===== src/rtl/mpld_pkg.sv =====
// Package for the max point-to-line distance block.
// Holds fixed widths, output limits and configuration register codes.
// No dependencies.
package mpld_pkg;

  localparam int QUO_W      = 64;
  localparam int ROOT_W     = 32;
  localparam int OUT_W      = 21;
  localparam int CFG_ADDR_W = 5;
  localparam int PDATA_W    = 32;

  localparam logic [OUT_W-1:0] OUT_MAX = '1;

  typedef enum logic [2:0] {
    REG_LINE_START_X = 3'd0,
    REG_LINE_START_Y = 3'd1,
    REG_LINE_START_Z = 3'd2,
    REG_LINE_END_X   = 3'd3,
    REG_LINE_END_Y   = 3'd4,
    REG_LINE_END_Z   = 3'd5
  } cfg_reg_t;

endpackage


===== src/rtl/mpld_point_if.sv =====
// Point channel: valid/ready handshake with one 3D point per transfer.
// No dependencies.
interface mpld_point_if #(
  parameter int COORD_BITS = 12
) ();
  logic                         valid;
  logic                         ready;
  logic signed [COORD_BITS-1:0] point_x;
  logic signed [COORD_BITS-1:0] point_y;
  logic signed [COORD_BITS-1:0] point_z;
  logic                         last_point;

  modport source(output valid, point_x, point_y, point_z, last_point, input ready);
  modport sink(input valid, point_x, point_y, point_z, last_point, output ready);
endinterface


===== src/rtl/mpld_result_if.sv =====
// Result channel: valid/ready handshake with one distance result per transfer.
// Depends on mpld_pkg.
interface mpld_result_if import mpld_pkg::*; ();
  logic             valid;
  logic             ready;
  logic [OUT_W-1:0] max_distance;
  logic             degenerate_line;

  modport source(output valid, max_distance, degenerate_line, input ready);
  modport sink(input valid, max_distance, degenerate_line, output ready);
endinterface


===== src/rtl/mpld_div.sv =====
// Restoring divider, one quotient bit per cycle: floor(num * 2^(2*FRAC_BITS) / den).
// Quotient keeps the low QUO_W bits. Depends on mpld_pkg.
module mpld_div import mpld_pkg::*; #(
  parameter int NUM_W     = 52,
  parameter int DEN_W     = 26,
  parameter int FRAC_BITS = 8
) (
  input  logic             clk,
  input  logic             rst_n,
  input  logic             start,
  input  logic [NUM_W-1:0] num,
  input  logic [DEN_W-1:0] den,
  output logic [QUO_W-1:0] quo,
  output logic             done
);

  localparam int STEPS = NUM_W + 2 * FRAC_BITS;
  localparam int CNT_W = $clog2(STEPS + 1);

  logic             busy_r;
  logic             done_r;
  logic [CNT_W-1:0] cnt_r;
  logic [NUM_W-1:0] num_r;
  logic [DEN_W-1:0] den_r;
  logic [DEN_W-1:0] rem_r;
  logic [QUO_W-1:0] quo_r;

  logic [DEN_W:0]   shifted;
  logic [DEN_W+1:0] diff;
  logic             fit;

  assign shifted = {rem_r, num_r[NUM_W-1]};
  assign diff    = {1'b0, shifted} - {2'b00, den_r};
  assign fit     = !diff[DEN_W+1];

  always_ff @(posedge clk) begin
    if (!rst_n) begin
      busy_r <= 1'b0;
      done_r <= 1'b0;
      cnt_r  <= '0;
    end else begin
      done_r <= 1'b0;
      if (start) begin
        busy_r <= 1'b1;
        cnt_r  <= CNT_W'(STEPS);
        num_r  <= num;
        den_r  <= den;
        rem_r  <= '0;
        quo_r  <= '0;
      end else if (busy_r) begin
        num_r <= {num_r[NUM_W-2:0], 1'b0};
        rem_r <= fit ? diff[DEN_W-1:0] : shifted[DEN_W-1:0];
        quo_r <= {quo_r[QUO_W-2:0], fit};
        cnt_r <= cnt_r - CNT_W'(1);
        if (cnt_r == CNT_W'(1)) begin
          busy_r <= 1'b0;
          done_r <= 1'b1;
        end
      end
    end
  end

  assign quo  = quo_r;
  assign done = done_r;

endmodule


===== src/rtl/mpld_sqrt.sv =====
// Bit-pair integer square root of a QUO_W-bit radicand, one root bit per cycle.
// Depends on mpld_pkg.
module mpld_sqrt import mpld_pkg::*; (
  input  logic              clk,
  input  logic              rst_n,
  input  logic              start,
  input  logic [QUO_W-1:0]  rad,
  output logic [ROOT_W-1:0] root,
  output logic              done
);

  localparam int STEPS = QUO_W / 2;
  localparam int CNT_W = $clog2(STEPS + 1);
  localparam logic [QUO_W-1:0] BIT_INIT = {2'b01, {(QUO_W-2){1'b0}}};

  logic             busy_r;
  logic             done_r;
  logic [CNT_W-1:0] cnt_r;
  logic [QUO_W-1:0] q_r;
  logic [QUO_W-1:0] res_r;
  logic [QUO_W-1:0] bit_r;

  logic [QUO_W-1:0] trial;
  logic [QUO_W:0]   diff;
  logic             fit;

  // res and bit never overlap, so res + bit is an OR
  assign trial = res_r | bit_r;
  assign diff  = {1'b0, q_r} - {1'b0, trial};
  assign fit   = !diff[QUO_W];

  always_ff @(posedge clk) begin
    if (!rst_n) begin
      busy_r <= 1'b0;
      done_r <= 1'b0;
      cnt_r  <= '0;
    end else begin
      done_r <= 1'b0;
      if (start) begin
        busy_r <= 1'b1;
        cnt_r  <= CNT_W'(STEPS);
        q_r    <= rad;
        res_r  <= '0;
        bit_r  <= BIT_INIT;
      end else if (busy_r) begin
        if (fit) begin
          q_r   <= diff[QUO_W-1:0];
          res_r <= (res_r >> 1) | bit_r;
        end else begin
          res_r <= res_r >> 1;
        end
        bit_r <= bit_r >> 2;
        cnt_r <= cnt_r - CNT_W'(1);
        if (cnt_r == CNT_W'(1)) begin
          busy_r <= 1'b0;
          done_r <= 1'b1;
        end
      end
    end
  end

  assign root = res_r[ROOT_W-1:0];
  assign done = done_r;

endmodule


===== src/rtl/max_point_line_distance.sv =====
// Greatest distance from a set of 3D points to the line through two configured
// endpoints. Each point is taken in ST_IDLE and then runs 11 steps through a
// single shared signed multiplier (six cross-product terms, three squares, and
// the compare into the set maximum); a point that is not the last of its set
// then returns to ST_IDLE. The last point also squares the line direction (two
// more multiplier steps), then, unless the endpoints coincide, runs the restoring
// divider and the square-root unit before its result is loaded into the output
// register. The output register holds a result until it is taken while the next
// point is accepted. No input is taken while a point is in flight. Line endpoints
// are written over the APB port at byte address 4*index and read back
// sign-extended.
// Depends on mpld_pkg, mpld_point_if, mpld_result_if, mpld_div, mpld_sqrt.
module max_point_line_distance import mpld_pkg::*; #(
  parameter int COORD_BITS = 12,
  parameter int FRAC_BITS  = 8
) (
  input  logic                  clk,
  input  logic                  rst_n,
  input  logic                  psel,
  input  logic                  penable,
  input  logic                  pwrite,
  input  logic [CFG_ADDR_W-1:0] paddr,
  input  logic [PDATA_W-1:0]    pwdata,
  output logic [PDATA_W-1:0]    prdata,
  output logic                  pready,
  mpld_point_if.sink            in_pt,
  mpld_result_if.source         out_res
);

  localparam int DW    = COORD_BITS + 1;
  localparam int CW    = 2 * DW;
  localparam int NW    = (2 * CW > QUO_W) ? QUO_W : 2 * CW;
  localparam int DEN_W = CW;

  typedef enum logic [2:0] {
    ST_IDLE,
    ST_MUL,
    ST_CHK,
    ST_DIV,
    ST_SQRT,
    ST_FIN
  } state_t;

  function automatic logic signed [DW-1:0] sxd(input logic [COORD_BITS-1:0] v);
    return {v[COORD_BITS-1], v};
  endfunction

  function automatic logic signed [CW-1:0] sxc(input logic signed [DW-1:0] v);
    return {{(CW-DW){v[DW-1]}}, v};
  endfunction

  function automatic logic [PDATA_W-1:0] sx32(input logic [COORD_BITS-1:0] v);
    return {{(PDATA_W-COORD_BITS){v[COORD_BITS-1]}}, v};
  endfunction

  state_t                  state_r;
  logic [3:0]              step_r;
  logic                    last_r;
  logic [COORD_BITS-1:0]   line_start_r [3];
  logic [COORD_BITS-1:0]   line_end_r [3];
  logic signed [DW-1:0]    ap_r [3];
  logic signed [DW-1:0]    ab_r [3];
  logic signed [CW-1:0]    cr_r [3];
  logic signed [CW-1:0]    cacc_r;
  logic signed [2*CW-1:0]  prod_r;
  logic [NW-1:0]           sacc_r;
  logic [DEN_W-1:0]        dacc_r;
  logic [NW-1:0]           set_max_r;
  logic [OUT_W-1:0]        stored_r;
  logic                    div_start_r;
  logic                    sqrt_start_r;
  logic [OUT_W-1:0]        res_dist_r;
  logic                    res_deg_r;
  logic                    out_valid_r;
  logic [OUT_W-1:0]        out_dist_r;
  logic                    out_deg_r;

  logic [COORD_BITS-1:0]   pt [3];
  logic signed [CW-1:0]    opa;
  logic signed [CW-1:0]    opb;
  logic signed [2*CW-1:0]  prod_nxt;
  logic signed [CW-1:0]    cross_term;
  logic [NW-1:0]           sq_term;
  logic [DEN_W-1:0]        den_term;
  logic [QUO_W-1:0]        div_quo;
  logic                    div_done;
  logic [ROOT_W-1:0]       sqrt_root;
  logic                    sqrt_done;
  logic [OUT_W-1:0]        dist_cand;
  logic [OUT_W-1:0]        dist_nxt;
  logic                    cfg_wr;
  cfg_reg_t                cfg_idx;

  assign pt[0] = in_pt.point_x;
  assign pt[1] = in_pt.point_y;
  assign pt[2] = in_pt.point_z;

  // APB
  assign pready  = 1'b1;
  assign cfg_wr  = psel & penable & pwrite;
  assign cfg_idx = cfg_reg_t'(paddr[CFG_ADDR_W-1:2]);

  always_comb begin
    case (cfg_idx)
      REG_LINE_START_X: prdata = sx32(line_start_r[0]);
      REG_LINE_START_Y: prdata = sx32(line_start_r[1]);
      REG_LINE_START_Z: prdata = sx32(line_start_r[2]);
      REG_LINE_END_X:   prdata = sx32(line_end_r[0]);
      REG_LINE_END_Y:   prdata = sx32(line_end_r[1]);
      REG_LINE_END_Z:   prdata = sx32(line_end_r[2]);
      default:          prdata = '0;
    endcase
  end

  // shared multiplier operand schedule
  always_comb begin
    case (step_r)
      4'd0:    begin opa = sxc(ap_r[1]); opb = sxc(ab_r[2]); end
      4'd1:    begin opa = sxc(ap_r[2]); opb = sxc(ab_r[1]); end
      4'd2:    begin opa = sxc(ap_r[2]); opb = sxc(ab_r[0]); end
      4'd3:    begin opa = sxc(ap_r[0]); opb = sxc(ab_r[2]); end
      4'd4:    begin opa = sxc(ap_r[0]); opb = sxc(ab_r[1]); end
      4'd5:    begin opa = sxc(ap_r[1]); opb = sxc(ab_r[0]); end
      4'd6:    begin opa = cr_r[0];      opb = cr_r[0];      end
      4'd7:    begin opa = cr_r[1];      opb = cr_r[1];      end
      4'd8:    begin opa = cr_r[2];      opb = cr_r[2];      end
      4'd9:    begin opa = sxc(ab_r[0]); opb = sxc(ab_r[0]); end
      4'd10:   begin opa = sxc(ab_r[1]); opb = sxc(ab_r[1]); end
      4'd11:   begin opa = sxc(ab_r[2]); opb = sxc(ab_r[2]); end
      default: begin opa = sxc(ap_r[0]); opb = sxc(ab_r[0]); end
    endcase
  end

  assign prod_nxt   = opa * opb;
  assign cross_term = $signed(prod_r[CW-1:0]);
  assign sq_term    = prod_r[NW-1:0];
  assign den_term   = prod_r[DEN_W-1:0];

  assign dist_cand = (|sqrt_root[ROOT_W-1:OUT_W]) ? OUT_MAX : sqrt_root[OUT_W-1:0];
  assign dist_nxt  = (dist_cand > stored_r) ? dist_cand : stored_r;

  mpld_div #(
    .NUM_W    (NW),
    .DEN_W    (DEN_W),
    .FRAC_BITS(FRAC_BITS)
  ) u_div (
    .clk  (clk),
    .rst_n(rst_n),
    .start(div_start_r),
    .num  (set_max_r),
    .den  (dacc_r),
    .quo  (div_quo),
    .done (div_done)
  );

  mpld_sqrt u_sqrt (
    .clk  (clk),
    .rst_n(rst_n),
    .start(sqrt_start_r),
    .rad  (div_quo),
    .root (sqrt_root),
    .done (sqrt_done)
  );

  always_ff @(posedge clk) begin
    if (!rst_n) begin
      state_r      <= ST_IDLE;
      step_r       <= '0;
      div_start_r  <= 1'b0;
      sqrt_start_r <= 1'b0;
      out_valid_r  <= 1'b0;
      set_max_r    <= '0;
      stored_r     <= '0;
      for (int k = 0; k < 3; k++) begin
        line_start_r[k] <= '0;
        line_end_r[k]   <= '0;
      end
    end else begin
      div_start_r  <= 1'b0;
      sqrt_start_r <= 1'b0;

      if (cfg_wr) begin
        case (cfg_idx)
          REG_LINE_START_X: line_start_r[0] <= pwdata[COORD_BITS-1:0];
          REG_LINE_START_Y: line_start_r[1] <= pwdata[COORD_BITS-1:0];
          REG_LINE_START_Z: line_start_r[2] <= pwdata[COORD_BITS-1:0];
          REG_LINE_END_X:   line_end_r[0]   <= pwdata[COORD_BITS-1:0];
          REG_LINE_END_Y:   line_end_r[1]   <= pwdata[COORD_BITS-1:0];
          REG_LINE_END_Z:   line_end_r[2]   <= pwdata[COORD_BITS-1:0];
          default: ;
        endcase
      end

      if (out_valid_r && out_res.ready && (state_r != ST_FIN)) begin
        out_valid_r <= 1'b0;
      end

      case (state_r)
        ST_IDLE: begin
          if (in_pt.valid) begin
            for (int k = 0; k < 3; k++) begin
              ap_r[k] <= sxd(line_start_r[k]) - sxd(pt[k]);
              ab_r[k] <= sxd(line_start_r[k]) - sxd(line_end_r[k]);
            end
            last_r  <= in_pt.last_point;
            step_r  <= '0;
            state_r <= ST_MUL;
          end
        end
        ST_MUL: begin
          prod_r <= prod_nxt;
          step_r <= step_r + 4'd1;
          case (step_r)
            4'd1, 4'd3, 4'd5: cacc_r <= cross_term;
            4'd2:  cr_r[0] <= cacc_r - cross_term;
            4'd4:  cr_r[1] <= cacc_r - cross_term;
            4'd6:  cr_r[2] <= cacc_r - cross_term;
            4'd7:  sacc_r  <= sq_term;
            4'd8, 4'd9: sacc_r <= sacc_r + sq_term;
            4'd10: begin
              if (sacc_r > set_max_r) begin
                set_max_r <= sacc_r;
              end
              dacc_r <= den_term;
              if (!last_r) begin
                state_r <= ST_IDLE;
              end
            end
            4'd11: dacc_r <= dacc_r + den_term;
            4'd12: begin
              dacc_r  <= dacc_r + den_term;
              state_r <= ST_CHK;
            end
            default: ;
          endcase
        end
        ST_CHK: begin
          if (dacc_r == '0) begin
            // coincident endpoints: keep the running maximum
            set_max_r  <= '0;
            res_dist_r <= stored_r;
            res_deg_r  <= 1'b1;
            state_r    <= ST_FIN;
          end else begin
            div_start_r <= 1'b1;
            state_r     <= ST_DIV;
          end
        end
        ST_DIV: begin
          if (div_done) begin
            set_max_r    <= '0;
            sqrt_start_r <= 1'b1;
            state_r      <= ST_SQRT;
          end
        end
        ST_SQRT: begin
          if (sqrt_done) begin
            stored_r   <= dist_nxt;
            res_dist_r <= dist_nxt;
            res_deg_r  <= 1'b0;
            state_r    <= ST_FIN;
          end
        end
        ST_FIN: begin
          if (!out_valid_r || out_res.ready) begin
            out_valid_r <= 1'b1;
            out_dist_r  <= res_dist_r;
            out_deg_r   <= res_deg_r;
            state_r     <= ST_IDLE;
          end
        end
        default: state_r <= ST_IDLE;
      endcase
    end
  end

  assign in_pt.ready             = (state_r == ST_IDLE);
  assign out_res.valid           = out_valid_r;
  assign out_res.max_distance    = out_dist_r;
  assign out_res.degenerate_line = out_deg_r;

endmodule


===== src/flat_wrapper.sv =====
// flat-port wrapper written by rule: the top's interface ports become plain ports
module max_point_line_distance_flat import mpld_pkg::*;
#(
  parameter int COORD_BITS = 12,
  parameter int FRAC_BITS  = 8
)
  (clk, rst_n, psel, penable, pwrite, paddr, pwdata, prdata, pready, in_pt_valid, in_pt_point_x, in_pt_point_y, in_pt_point_z, in_pt_last_point, in_pt_ready, out_res_valid, out_res_max_distance, out_res_degenerate_line, out_res_ready);
  mpld_point_if #(.COORD_BITS(COORD_BITS)) in_pt_i ();
  mpld_result_if out_res_i ();
  input  logic clk;
  input  logic rst_n;
  input  logic psel;
  input  logic penable;
  input  logic pwrite;
  input  logic [CFG_ADDR_W-1:0] paddr;
  input  logic [PDATA_W-1:0] pwdata;
  output logic [PDATA_W-1:0] prdata;
  output logic pready;
  input wire logic [$bits(in_pt_i.valid)-1:0] in_pt_valid;
  input wire logic [$bits(in_pt_i.point_x)-1:0] in_pt_point_x;
  input wire logic [$bits(in_pt_i.point_y)-1:0] in_pt_point_y;
  input wire logic [$bits(in_pt_i.point_z)-1:0] in_pt_point_z;
  input wire logic [$bits(in_pt_i.last_point)-1:0] in_pt_last_point;
  output wire logic [$bits(in_pt_i.ready)-1:0] in_pt_ready;
  output wire logic [$bits(out_res_i.valid)-1:0] out_res_valid;
  output wire logic [$bits(out_res_i.max_distance)-1:0] out_res_max_distance;
  output wire logic [$bits(out_res_i.degenerate_line)-1:0] out_res_degenerate_line;
  input wire logic [$bits(out_res_i.ready)-1:0] out_res_ready;
  assign in_pt_i.valid = in_pt_valid;
  assign in_pt_i.point_x = in_pt_point_x;
  assign in_pt_i.point_y = in_pt_point_y;
  assign in_pt_i.point_z = in_pt_point_z;
  assign in_pt_i.last_point = in_pt_last_point;
  assign in_pt_ready = in_pt_i.ready;
  assign out_res_valid = out_res_i.valid;
  assign out_res_max_distance = out_res_i.max_distance;
  assign out_res_degenerate_line = out_res_i.degenerate_line;
  assign out_res_i.ready = out_res_ready;
  max_point_line_distance #(.COORD_BITS(COORD_BITS), .FRAC_BITS(FRAC_BITS)) u_core (.clk(clk), .rst_n(rst_n), .psel(psel), .penable(penable), .pwrite(pwrite), .paddr(paddr), .pwdata(pwdata), .prdata(prdata), .pready(pready), .in_pt(in_pt_i), .out_res(out_res_i));
endmodule

===== config.mk =====
export PLATFORM = sky130hd
export DESIGN_NAME = max_point_line_distance_flat
export DESIGN_NICKNAME = d
export VERILOG_FILES = /design/src/rtl/mpld_pkg.sv /design/src/rtl/mpld_point_if.sv /design/src/rtl/mpld_result_if.sv /design/src/rtl/mpld_div.sv /design/src/rtl/mpld_sqrt.sv /design/src/rtl/max_point_line_distance.sv /design/src/flat_wrapper.sv
export SDC_FILE = /design/constraint.sdc
export NUM_CORES = 2
export LEC_CHECK = 0
export ABC_AREA = 1
export BUFFER_PORTS_ARGS = -buffer_cell sky130_fd_sc_hd__buf_2
export CORE_MARGIN = 5
export CORE_UTILIZATION = 40
export CTS_BUF_LIST = sky130_fd_sc_hd__clkbuf_8
export DETAILED_ROUTE_END_ITERATION = 8
export RECOVER_POWER = 100
export SLEW_MARGIN = 20
export SYNTH_ARGS = -nofsm -noshare
export SYNTH_HDL_FRONTEND = slang
export SYNTH_SLANG_ARGS = --single-unit

===== constraint.sdc =====
create_clock -name clk -period 12.7 [get_ports clk]
set_input_delay 2.54 -clock clk [delete_from_list [all_inputs] [get_ports clk]]
set_output_delay 2.54 -clock clk [all_outputs]
set_load 0.1 [all_outputs]

==> flow_summary.toml <==
[yosys]
synth.yosys.warnings = 0
post_synth_and_or_nand_nor_area_fraction = 0.191
synth-seq-cells = 856
dominantRegCellSynth = "sky130_fd_sc_hd__edfxtp_1"
post_synth_mux_area_share = 0
post_synth_inst_count = 9221
synth_adder_area_share = 0.268
synthDistinctLibCells = 59
synth_compound_area_frac = 0.0922
syn-mean-instance-area_um2 = 8.33
syn_nets = 10500
synth_top_family_by_area = "adder cells"
netlist_area_pre_place_um2 = 76800
synth_sequential_area_ratio = 0.322
asyncSetResetFlopFracSynth = 0
synth_enable_flop_cells = 756
synth_xor_area_frac = 0.0226

[setup_path]
critical_path.reg2reg.startpoint = "u_core.step_r[3]"
setup.worst_path.class = "flop to flop"
cp-endpoint = "u_core.prod_r[44]"
path_common_cell = "sky130_fd_sc_hd__fa_1"
cpPeakStageDelay_ns = 1.15
worstSetupStartpoint = "u_core.step_r[3]"
r2r_cells = 34
crit_path_end_kind = "flop"
setup.worst_path.start_class = "flop"
ff2ff_setup_slack_ns = 1.46
crit_arrival_ns = 11.98
ff_to_ff_end = "u_core.prod_r[44]"
crit_path_top_delay_cell = "sky130_fd_sc_hd__clkbuf_1"
timing.critical_path.fanout_max = 59
cp_data_required_time_ns = 13.44

[sta]
setup_violations = 0
part_of_the_cycle_the_worst_path_needs = 0.885
timing_max_transition_violations_final = 1251
fin_skew_ns = 0.0598
whs_ns = 0.402
final.min_clock_period_ns = 11.24
worst_slew_margin = -1.61
max_clock_freq_mhz = 89.0
worstMarginPinSlew_ns = 3.91
final_total_negative_setup_slack_ns = 0
rsz0062_at_grt = "no"
finalHoldViolCount = 0

[floorplanning]
start_util = 0.403
io_pins = 138
core_um2 = 191000
die_height_um = 448
dieArea_um2 = 201000
dieWidth_um = 448
std_cell_rows = 160

[detailed_routing]
drt-total-wl_um = 238000
drt-initial-drc-count = 4817
postRouteAntennaNets = 0
num_vias = 62100
residual_drc_count = 0
drt_pre_antenna_iters = 8
via_per_inst = 5.20
avgRoutedWirePerCell_um = 19.9

[finish]
final_layout_size_suffix_gt1_frac = 0.0435
syn2layout_area_growth_pct = 7.61
nNetsFinal = 10600

[status]
run_status = "finished with violations"
violations = "max-capacitance violations, max-slew violations"

[placement]
routabilityCongestion = 0.972
io_buffers = 114
dp_hpwl_um = 186000

[clocking]
cts_setup_buffers = 0
ctsRootBufferMaster = "sky130_fd_sc_hd__clkbuf_8"
insertion_delay_ns = 0.92
cts.repair.resized = 0
clkSinkCount = 856
tritoncts = "built"
clk_pin_slew_worst_paths_ns = 0.06
post_cts_hold_buffer_count = 0
cts-root-to-sink-buffers = 3
numCtsBuffers = 151
cts.htree.levels = 4

[grt]
grt_pass1_vias = 63400
gr-usage-all-layers = 0.238
grt_first_pass_wirelength_um = 369000
gr-total-overflow = 0
grt_max_degree = 143
antenna_found_initial = 4

[flow_run]
cap_violations = 23

[worst_hold_path]
hold_class = "flop to flop"
-- worst min path at each step --
stage | startpoint | end | slack [ns] | depth (start not counted)
global placement | u_core.res_dist_r[14] | u_core.out_res.max_distance[14] | 0.40 | 0
CTS | u_core.res_dist_r[13] | u_core.out_res.max_distance[13] | 0.40 | 0
floorplan | u_core.res_deg_r | u_core.out_res.degenerate_line | 0.40 | 0
detailed placement | u_core.res_dist_r[10] | u_core.out_res.max_distance[10] | 0.40 | 0
finish | u_core.res_dist_r[13] | u_core.out_res.max_distance[13] | 0.40 | 0
global route | u_core.res_dist_r[10] | u_core.out_res.max_distance[10] | 0.42 | 0
-- critical path: cells and delay by family, from the launching register on --
| family | cells | cell delay, ns |
|---|---|---|
| AO/OA/AOI/OAI | 1 | 0.18 |
| XOR/XNOR | 1 | 0.21 |
| adder cells (fa/ha/maj) | 8 | 3.99 |
| buffers and inverters | 9 | 3.81 |
| flip-flops | 1 | 0.52 |
| AND/OR/NAND/NOR | 15 | 2.40 |
-- cell families (layout without fill, tap and decap cells) --
family | count (synthesis) | after routing
DFF | 856 | 856
buffers and inverters | 2070 | 2283
adders and majority gates | 1210 | 1210
other | 1 | 4
AOI/OAI and AO/OA | 1256 | 1256
xor gates and xnor gates | 198 | 198
and+or+nand+nor | 3630 | 3630
-- per-stage QoR --
step	std cells	area, µm²	utilization	setup WS [ns]
global placement	11700	80000	0.420	2.81
floorplan	9221	76800	-	2.04
detailed placement	11700	80000	0.420	2.65
global route	11900	82600	0.433	1.13
finish	11900	82600	0.433	1.46
CTS	11900	82900	0.435	2.72
-- cells in the final DEF (no fill, tap or decap), drive strengths merged, types with 24 or more instances in the layout --
cell	synthesis	final
dfxtp	100	100
nor2	1193	1193
inv	1810	1858
fa	721	721
xnor2	82	82
a21oi	476	476
buf	141	105
xor2	116	116
a21o	27	27
nor3	76	76
clkinv	5	58
nand2	1864	1864
a22o	24	24
nand4	82	82
clkbuf	114	253
o21ai	500	500
or2	44	44
edfxtp	756	756
o21bai	47	47
nand3	314	314
a31oi	50	50
ha	489	489
-- state kept, by name (all words and copies together) (netlist names), 32 cells and up --
name                 cells
u_core.u_div.num_r      52
u_core.line_end_r       36
u_core.ap_r             39
u_core.ab_r             39
u_core.line_start_r     36
u_core.u_sqrt.q_r       64
u_core.u_div.quo        64
u_core.prod_r           52
u_core.cr_r             78
u_core.u_sqrt.bit_r     32
u_core.u_sqrt.res_r     63
u_core.sacc_r           52
u_core.set_max_r        52
-- layout make-up --
class                      count  area (µm²)
clock inverter               110         661
inverter                    1815        6820
antenna                        3        7.51
tap                         2511        3140
clock buffer                 159        2190
fill                       19100      108000
sequential                   856       24700
multi-input combinational   6295       44100
timing repair buffer         199        1010
-- per-layer routing --
layer,wire length [µm],global-route usage,vias to the layer above,share of wire
li1,-,-,29400,-
met1,105000,0.323,30000,0.44
met2,107000,0.383,2180,0.45
met3,16900,0.0440,455,0.071
met4,9370,0.0851,2,0.039
met5,13,0,-,0.000055
-- synthesized netlist by cell type, types with 6 or more instances --
master | number | area (µm²)
sky130_fd_sc_hd__a211oi_1 | 16 | 120
sky130_fd_sc_hd__a21oi_1 | 467 | 2340
sky130_fd_sc_hd__o221ai_1 | 7 | 61.3
sky130_fd_sc_hd__ha_1 | 489 | 6120
sky130_fd_sc_hd__inv_1 | 1782 | 6690
sky130_fd_sc_hd__or2_2 | 44 | 275
sky130_fd_sc_hd__nand2_2 | 7 | 43.8
sky130_fd_sc_hd__nand3b_1 | 22 | 165
sky130_fd_sc_hd__buf_1 | 12 | 45.0
sky130_fd_sc_hd__clkbuf_1 | 114 | 428
sky130_fd_sc_hd__o21ai_0 | 489 | 2450
sky130_fd_sc_hd__nor3_1 | 74 | 370
sky130_fd_sc_hd__a21o_1 | 27 | 203
sky130_fd_sc_hd__nand3_1 | 314 | 1570
sky130_fd_sc_hd__inv_2 | 27 | 101
sky130_fd_sc_hd__nor2_1 | 1189 | 4460
sky130_fd_sc_hd__and3_1 | 8 | 50.1
sky130_fd_sc_hd__a22o_1 | 24 | 210
sky130_fd_sc_hd__edfxtp_1 | 756 | 22700
sky130_fd_sc_hd__nand4_1 | 82 | 513
sky130_fd_sc_hd__o22ai_1 | 16 | 100
sky130_fd_sc_hd__o21bai_1 | 47 | 353
sky130_fd_sc_hd__o21ai_1 | 7 | 35.0
sky130_fd_sc_hd__nand2_1 | 1855 | 6960
sky130_fd_sc_hd__fa_1 | 721 | 14400
sky130_fd_sc_hd__dfxtp_1 | 100 | 2000
sky130_fd_sc_hd__nor4_1 | 15 | 93.8
sky130_fd_sc_hd__buf_2 | 101 | 505
sky130_fd_sc_hd__a21boi_0 | 19 | 143
sky130_fd_sc_hd__nor3b_1 | 6 | 45.0
sky130_fd_sc_hd__buf_4 | 26 | 195
sky130_fd_sc_hd__a21oi_2 | 9 | 78.8
sky130_fd_sc_hd__a221oi_1 | 13 | 114
sky130_fd_sc_hd__o21a_1 | 15 | 113
sky130_fd_sc_hd__xor2_1 | 116 | 1020
sky130_fd_sc_hd__xnor2_1 | 82 | 718
sky130_fd_sc_hd__o211ai_1 | 13 | 97.6
sky130_fd_sc_hd__a31oi_1 | 50 | 313
sky130_fd_sc_hd__o2111ai_1 | 21 | 184
Power is not shown: default switching activity piles up to over one toggle a cycle in this logic, so the estimate is an artifact.
